$ cat config.mk
export PLATFORM = sky130hd
export DESIGN_NAME = ght_ctrl
export DESIGN_NICKNAME = d
export VERILOG_FILES = /design/src/design/ght_pkg.sv /design/src/design/ght_ctrl.sv
export SDC_FILE = /design/constraint.sdc
export NUM_CORES = 1
export LEC_CHECK = 0
export CAP_MARGIN = 20
export CORE_AREA = 2 2 39 41
export DETAILED_ROUTE_END_ITERATION = 8
export DIE_AREA = 0 0 41 43
export DONT_BUFFER_PORTS = 1
export GPL_TIMING_DRIVEN = 0
export SYNTH_ARGS = -nofsm -noshare
export SYNTH_HDL_FRONTEND = slang
export SYNTH_SLANG_ARGS = --single-unit
$ cat constraint.sdc
create_clock -name clock -period 2.82 [get_ports clock]
set_clock_uncertainty 0.05 [all_clocks]
set_input_delay 0.141 -clock clock [delete_from_list [all_inputs] [get_ports clock]]
set_output_delay 0.141 -clock clock [all_outputs]
set_load 0.02 [all_outputs]
$ cat src/design/ght_pkg.sv
`default_nettype none

package ght_pkg;

   // Operation codes carried in the request word.
   typedef enum logic [1:0] {
      OP_ADD    = 2'd0,
      OP_REMOVE = 2'd1,
      OP_FIND   = 2'd2,
      OP_NEXT   = 2'd3
   } op_type;

   // Status codes returned in the response word.
   typedef enum logic [2:0] {
      STATUS_OK        = 3'd0,
      STATUS_INVALID   = 3'd1,
      STATUS_DUPLICATE = 3'd2,
      STATUS_FULL      = 3'd3,
      STATUS_NOT_FOUND = 3'd4,
      STATUS_END       = 3'd5
   } status_type;

   // Controller states.
   typedef enum logic [2:0] {
      ST_CLEAR,
      ST_IDLE,
      ST_SCAN,
      ST_LOOKUP,
      ST_DECIDE
   } state_type;

   localparam logic [6:0]  CAPACITY_RESET = 7'd64;
   localparam logic [31:0] GEN_MAX        = 32'hFFFF_FFFF;

   typedef struct packed {
      op_type      op;
      logic [31:0] connection_key;
      logic [9:0]  handle_index;
      logic [31:0] handle_generation;
      logic [10:0] cursor;
   } req_type;

   typedef struct packed {
      status_type  status;
      logic [9:0]  out_index;
      logic [31:0] out_generation;
      logic [31:0] out_key;
      logic [10:0] next_cursor;
      logic [10:0] entry_count;
   } rsp_type;

   // One slot of the table store.
   typedef struct packed {
      logic        occupied;
      logic [31:0] generation;
      logic [31:0] key;
   } entry_type;

   // Commands from the controller to the datapath.
   typedef struct packed {
      logic load;
      logic clear;
      logic issue;
      logic lookup;
      logic finish;
   } cmd_type;

   // Status from the datapath to the controller.
   typedef struct packed {
      op_type in_op;
      logic   in_key_zero;
      logic   clear_done;
      logic   scan_end;
      logic   rd_pending;
   } stat_type;

endpackage

`default_nettype wire

$ cat src/design/ght_ctrl.sv
`default_nettype none

module ght_ctrl (
   input  wire               clock,
   input  wire               reset,
   input  wire               req_valid,
   output logic              req_ready,
   output logic              rsp_valid,
   input  wire               rsp_ready,
   input  ght_pkg::stat_type stat,
   output ght_pkg::cmd_type  cmd
);
   import ght_pkg::*;

   state_type state_ff, state_in;
   logic      rsp_valid_ff, rsp_valid_in;

   // State and output-valid registers.
   always_ff @(posedge clock) begin
      if (reset) begin
         state_ff     <= ST_CLEAR;
         rsp_valid_ff <= 1'b0;
      end else begin
         state_ff     <= state_in;
         rsp_valid_ff <= rsp_valid_in;
      end
   end

   // Next state and commands.
   always_comb begin
      state_in  = state_ff;
      cmd       = '0;
      req_ready = 1'b0;
      case (state_ff)
         ST_CLEAR: begin
            cmd.clear = 1'b1;
            if (stat.clear_done) state_in = ST_IDLE;
         end
         ST_IDLE: begin
            req_ready = 1'b1;
            if (req_valid) begin
               cmd.load = 1'b1;
               if (stat.in_op == OP_ADD && stat.in_key_zero) begin
                  state_in = ST_DECIDE;
               end else if (stat.in_op == OP_ADD || stat.in_op == OP_NEXT) begin
                  state_in = ST_SCAN;
               end else begin
                  state_in = ST_LOOKUP;
               end
            end
         end
         ST_SCAN: begin
            cmd.issue = !stat.scan_end;
            if (stat.scan_end && !stat.rd_pending) state_in = ST_DECIDE;
         end
         ST_LOOKUP: begin
            cmd.lookup = 1'b1;
            state_in   = ST_DECIDE;
         end
         ST_DECIDE: begin
            // The store is updated together with loading the output word.
            if (!rsp_valid_ff || rsp_ready) begin
               cmd.finish = 1'b1;
               state_in   = ST_IDLE;
            end
         end
         default: state_in = ST_IDLE;
      endcase
   end

   assign rsp_valid_in = cmd.finish || (rsp_valid_ff && !rsp_ready);
   assign rsp_valid    = rsp_valid_ff;

endmodule

`default_nettype wire

==> summary.txt, run 1 <==
Drt
  • DR pass1 iterations: 3
  • Final ANT Viol Nets: 0
  • Vias/cell: 4.516
  • Drc violations: 0
  • Drt wl/cell: 10.31 µm
  • Final wirelength: 639 µm
  • Via count: 280
  • Number of DRC markers in iteration 0: 3

Critical path
  • WS Path Type: reg -> out
  • Worst-path maximum fanout: 10
  • Arrival @ worst endpoint: 1.51 ns
  • CP Cell Sequence: buf_4 > nor4b_1
  • Crit path buf inv count: 1
  • R2R setup slack: 1.51 ns
  • Startpoint Class: register
  • FF-to-FF path depth: 4
  • Required @ worst endpoint: 2.63 ns
  • Max incr delay on CP: 0.83 ns
  • Endpoint of the lowest-slack register-to-register path: state_ff[1]$_SDFFE_PP0P_
  • Max stage delay cell, worst path: nor4b_1
  • Crit end category: primary output
  • Worst path top cell family by delay: simple AND/OR/NAND/NOR gates
  • Reg2Reg Launch Point: state_ff[2]$_SDFFE_PP0P_

STA
  • Final min period: 1.697 ns
  • Max Slew Vio Count: 0
  • Final-report hold violation count: 0
  • RSZ-0062 raised after global routing: false
  • Crit share post-route: 60.19%
  • Slew @ Worst Pin: 0.9630 ns
  • Relative slew slack: 34.89%
  • Fmax: 589.1 MHz
  • Final setup vio count: 0
  • Setup tns final: 0 ns
  • Hold slack: 0.08167 ns

GRT
  • First-pass GRT wire length: 1021 µm
  • Vias in the first global route: 270
  • Antenna violations before repair: 0
  • Met1 Use GR: 10.97%
  • Global-route track usage on met2: 10.31%
  • Total GRT Usage: 8.945%
  • Pin count of the biggest net entering global routing: 11
  • Busiest grt layer: met1
  • Grt ovf: 0
  • GR Util met3: 8.901%

Outcome
  • Outcome: complete, no violations

Worst hold path
  • Worst Hold End: state_ff[1]$_SDFFE_PP0P_
  • HP Class: in -> reg
  • HP Start: stat[3]
  • Hold path depth: 3

Power
  • Pwr/cell area: 611.9 mW/mm²
  • Max VDD drop: 316.5 µV
  • Static leakage: 0.1464 nW

Layout
  • Area grow syn2layout: 16.47%
  • Leading cell type in the layout, fill and taps excluded: nor2_1
  • Final-stage net count: 59
  • Ratio of cells with drive above 1 in the final layout: 21.74%
  • Most frequent cells in the layout: nor2_1 (8), nand2_1 (4), dfxtp_1 (4)
  • Antenna Cells: 0

CTS
  • Maximum buffer depth of the clock tree: 2
  • Post-CTS resize count: 0
  • # clock sinks: 4
  • CTS tree: built
  • CTS Buf Count: 3
  • Clock latency on the worst-skew pair: 0.23 ns
  • Clk root buf: clkbuf_4
  • # H-tree levels: 1
  • Clock slew at reported path FFs: 0.04 ns

Placed design
  • Final Wtd Congestion: 0.7056
  • Detailed Place HPWL: 489.7 µm
  • Number of I/O port buffers: 0

Floorplanning
  • Die X: 41 µm
  • Die area: 0.001763 mm²
  • Placeable Area: 0.001384 mm²
  • Initial Util: 23.06%
  • Chip height: 43 µm
  • Io pins: 17
  • # rows: 14

Run
  • Maximum Capacitance Violations: 0

Yosys
  • Post-Syn Area: 319.1 µm²
  • Yosys Warn Count: 0
  • Synthesis-stage register bit count: 4
  • Synthesized Nets: 53
  • Sequential fraction of the synthesis area: 25.10%
  • Yosys cell types: 22
  • Syn avg cell area: 7.597 µm²
  • Synthesized instance count: 42
## cell type report
type / instances / area, µm²
well taps: 16 / 20.02
repair buffers: 1 / 10.01
inverters: 3 / 11.26
multi-input cells: 32 / 197.7
clock buffers: 3 / 22.52
fillers: 152 / 1012
plain buffers: 3 / 30.03
flip-flops and latches: 4 / 80.08
## where the power goes
| group | internal (W) | leakage, nW | switching (W) |
|---|---|---|---|
| logic | 0.0000358 | 0.0998 | 0.0000557 |
| registers | 0.0000637 | 0.0328 | 0.00000339 |
| clock network | 0.0000475 | 0.0138 | 0.0000213 |
## cell usage after synthesis (all sizes together)
library cell	count	area, µm²
a31oi	1	6.260
nor3	3	20.02
a41oi	1	8.760
o211ai	1	12.51
ha	1	12.51
nand2b	2	12.51
and2	1	6.260
nor2b	1	6.260
a211oi	1	12.51
dfxtp	4	80.08
a21oi	3	15.01
nor2	8	30.03
nand3b	1	7.510
buf	3	30.03
a2bb2oi	1	8.760
nor3b	2	15.01
nor4b	1	8.760
nand2	4	15.01
inv	3	11.26
## repair_timing
| item | in CTS | in global routing |
|---|---|---|
| hold buffers | 1 | 0 |
| hold endpoints to repair | 4 | 0 |
| setup buffers | 0 | 0 |
## flip-flops by register name (all words and copies together), names as in the netlist
name	flops
state_ff	3
rsp_valid	1
## worst max-delay path by stage
stage / slack (ns) / cells past startpoint / to / from
floorplan: 1.41 / 2 / cmd[2] / state_ff[2]$_SDFFE_PP0P_
global placement: 1.34 / 2 / cmd[2] / state_ff[2]$_SDFFE_PP0P_
detailed placement: 1.36 / 2 / cmd[2] / state_ff[2]$_SDFFE_PP0P_
CTS: 1.10 / 2 / cmd[2] / state_ff[2]$_SDFFE_PP0P_
global route: 1.06 / 2 / cmd[2] / state_ff[2]$_SDFFE_PP0P_
finish: 1.12 / 2 / cmd[2] / state_ff[2]$_SDFFE_PP0P_
## per-layer routing
metal	share of wire (%)	routed length [µm]
met1	52	332
met2	38	240
met3	10	66
met4	0	0
met5	0	0
## tightest hold or removal path: stages
cell	delay [ns]
nand2_1	0.03
nand2_1	0.07
a211oi_2	0.06
## cells by family after synthesis
group                    synth area share [%]
flip-flops                              25.10
buffers and inverters                   12.94
adder cells (fa/ha/maj)                 3.921
AO/OA/AOI/OAI                           20.00
AND/OR/NAND/NOR                         38.04
## per-stage QoR
step	setup slack, ns	instances	utilization, %	total power [W]	cell area [µm²]
after floorplan	1.412	42	-	0.0001479	319.1
after global placement	1.344	58	24.50	0.0001577	339.1
after detailed placement	1.359	58	24.50	0.0001586	339.1
after CTS	1.103	62	26.85	0.0002326	371.6
after global routing	1.060	62	26.85	0.0002472	371.6
final	1.123	62	26.85	0.0002274	371.6
(Power assumes the default switching activity.)
==> run 2, diff against run 1 <==
==> constraint.sdc (replaced) <==
create_clock -name clock -period 1.6 [get_ports clock]
set_clock_uncertainty 0.05 [all_clocks]
set_input_delay 0.08 -clock clock [delete_from_list [all_inputs] [get_ports clock]]
set_output_delay 0.08 -clock clock [all_outputs]
set_load 0.02 [all_outputs]
==> run 2 against run 1 <==
  * Non-clock buffer count is the same
  * Die area is the same
  * Design area grew 1.7%
  * First-iteration DRC count is the same
  * Clock-buffer cell count is the same
  * Via count grew 0.71%
  * Sequential share of layout area shrank 0.36 points
  * Register-to-register slack lost 1.2 ns
  * Final cell count is the same
==> summary.txt, run 2 (synthesis results as in run 1) <==
Layout
  • Leading cell type in the layout, fill and taps excluded: nor2_1
  • Area grow syn2layout: 18.43%
  • Final Util: 27.31%
  • Ratio of cells with drive above 1 in the final layout: 23.91%
  • Largest register FFs: 3
  • Final-stage net count: 59
  • Antenna Cells: 0
  • Largest Register: state_ff
  • Most frequent cells in the layout: nor2_1 (8), nand2_1 (4), dfxtp_1 (4)

Floorplanning
  • # rows: 14
  • Io pins: 17
  • Chip height: 43 µm
  • Die X: 41 µm
  • Initial Util: 23.06%
  • Die area: 0.001763 mm²
  • Placeable Area: 0.001384 mm²

GRT
  • Total GRT Usage: 8.945%
  • Pin count of the biggest net entering global routing: 11
  • Grt ovf: 0
  • Vias in the first global route: 270
  • First-pass GRT wire length: 1021 µm
  • Antenna violations before repair: 0

Critical path
  • Required @ worst endpoint: 1.47 ns
  • CP Cell Sequence: buf_6 > inv_2 > nor3_2 > and2_1
  • Reg2Reg Launch Point: state_ff[0]$_SDFFE_PP0P_
  • Crit path buf inv count: 2
  • Max incr delay on CP: 0.34 ns
  • R2R setup slack: 0.28 ns
  • Startpoint Class: register
  • Worst Setup SP: state_ff[0]$_SDFFE_PP0P_
  • Endpoint of the lowest-slack register-to-register path: state_ff[1]$_SDFFE_PP0P_
  • WS Path Type: reg -> out
  • Max stage delay cell, worst path: nor3_2
  • Arrival @ worst endpoint: 1.39 ns
  • Crit end category: primary output
  • FF-to-FF path depth: 5
  • Worst-path maximum fanout: 9
  • Worst path top cell family by delay: simple AND/OR/NAND/NOR gates

STA
  • Relative slew slack: 56.29%
  • Hold slack: 0.01830 ns
  • Final-report hold violation count: 0
  • Crit share post-route: 94.72%
  • Max Slew Vio Count: 0
  • Fmax: 659.9 MHz
  • RSZ-0062 raised after global routing: false
  • Final setup vio count: 0
  • Slew @ Worst Pin: 0.6542 ns
  • Final min period: 1.515 ns
  • Setup tns final: 0 ns

CTS
  • Clk root buf: clkbuf_4
  • Clock latency on the worst-skew pair: 0.23 ns
  • Clock slew at reported path FFs: 0.04 ns
  • CTS Buf Count: 3
  • Maximum buffer depth of the clock tree: 2
  • # clock sinks: 4
  • CTS tree: built
  • # H-tree levels: 1

Drt
  • Number of DRC markers in iteration 0: 3
  • Vias/cell: 4.548
  • Via count: 282
  • DR pass1 iterations: 3
  • Final wirelength: 632 µm
  • Drt wl/cell: 10.19 µm
  • Drc violations: 0
  • Final ANT Viol Nets: 0

Worst hold path
  • HP Start: stat[3]
  • Worst Hold End: state_ff[1]$_SDFFE_PP0P_
  • Hold path depth: 3
  • HP Class: in -> reg

Power
  • Sw Pwr: 0.0001431 W
  • Pwr/cell area: 1067 mW/mm²
  • Max VDD drop: 556.3 µV
  • Internal power: 0.0002603 W
  • Seq pwr share: 29.3%
  • Comb power frac: 40.6%
  • Sw Share: 35.47%
  • Static leakage: 0.1476 nW
  • Share of total power in the clock network: 30.1%

Run
  • Maximum Capacitance Violations: 0

Placed design
  • Detailed Place HPWL: 489.7 µm
  • Number of I/O port buffers: 0
  • Final Wtd Congestion: 0.7056

Outcome
  • Outcome: complete, no violations
run 2: changes by cell type in the layout (fill, tap and decap cells not counted):
cell	delta
nor4b_1	-1
nor4b_2	+1
run 2: layout make-up:
| type | count | area (µm²) |
|---|---|---|
| Multi-Input combinational cell | 32 | 203.9 |
| Buffer | 3 | 30.03 |
| Sequential cell | 4 | 80.08 |
| Tap cell | 16 | 20.02 |
| Fill cell | 151 | 1006 |
| Inverter | 3 | 11.26 |
| Timing Repair Buffer | 1 | 10.01 |
| Clock buffer | 3 | 22.52 |
run 2: worst reg2reg max path: stages, from the launching register on:
cell	delay, ns
dfxtp_1	0.31
buf_6	0.13
inv_2	0.06
nor3_2	0.35
nand2_1	0.13
a211oi_2	0.22
run 2: power groups by stage:
stage / Clock, W / Combinational [W] / Sequential [W]
3_5_place_dp: 0 / 0.000160 / 0.000120
2_1_floorplan: 0 / 0.000141 / 0.000119
5_1_grt: 0.000137 / 0.000182 / 0.000119
4_1_cts: 0.000128 / 0.000166 / 0.000118
3_3_place_gp: 0 / 0.000158 / 0.000120
6_report: 0.000121 / 0.000164 / 0.000118
run 2: per-stage QoR:
stage / setup slack [ns] / std cells / area, µm² / power, W
floorplan: 0.2529 / 42 / 319.1 / 0.0002607
global placement: 0.1848 / 58 / 339.1 / 0.0002779
detailed placement: 0.1999 / 58 / 339.1 / 0.0002796
CTS: 0.07308 / 62 / 377.9 / 0.0004122
global route: 0.02480 / 62 / 377.9 / 0.0004382
finish: 0.08452 / 62 / 377.9 / 0.0004034
run 2: worst max-delay path by stage:
stage / slack, ns / to / depth (start not counted)
3_3_place_gp: 0.18 / cmd[2] / 2
5_1_grt: 0.02 / cmd[4] / 4
3_5_place_dp: 0.20 / cmd[2] / 2
6_report: 0.08 / cmd[4] / 4
4_1_cts: 0.07 / cmd[4] / 4
2_1_floorplan: 0.25 / cmd[2] / 2
run 2: what timing repair did:
action | 4_1_cts | 5_1_grt
hold endpoints to repair | 4 | 0
setup buffers | 0 | 0
hold buffers | 1 | 0
setup endpoints to repair | 1 | 0
resized for setup | 1 | 0
run 2: layer usage:
metal / share of wire (%) / vias to the layer above / wire length [µm] / global-route usage, %
met5: 0 / - / 0 / 0
met4: 0 / 0 / 0 / 3.333
met3: 12 / 0 / 76 / 8.901
met2: 37 / 12 / 236 / 10.31
met1: 50 / 117 / 319 / 10.97
li1: - / 153 / - / -
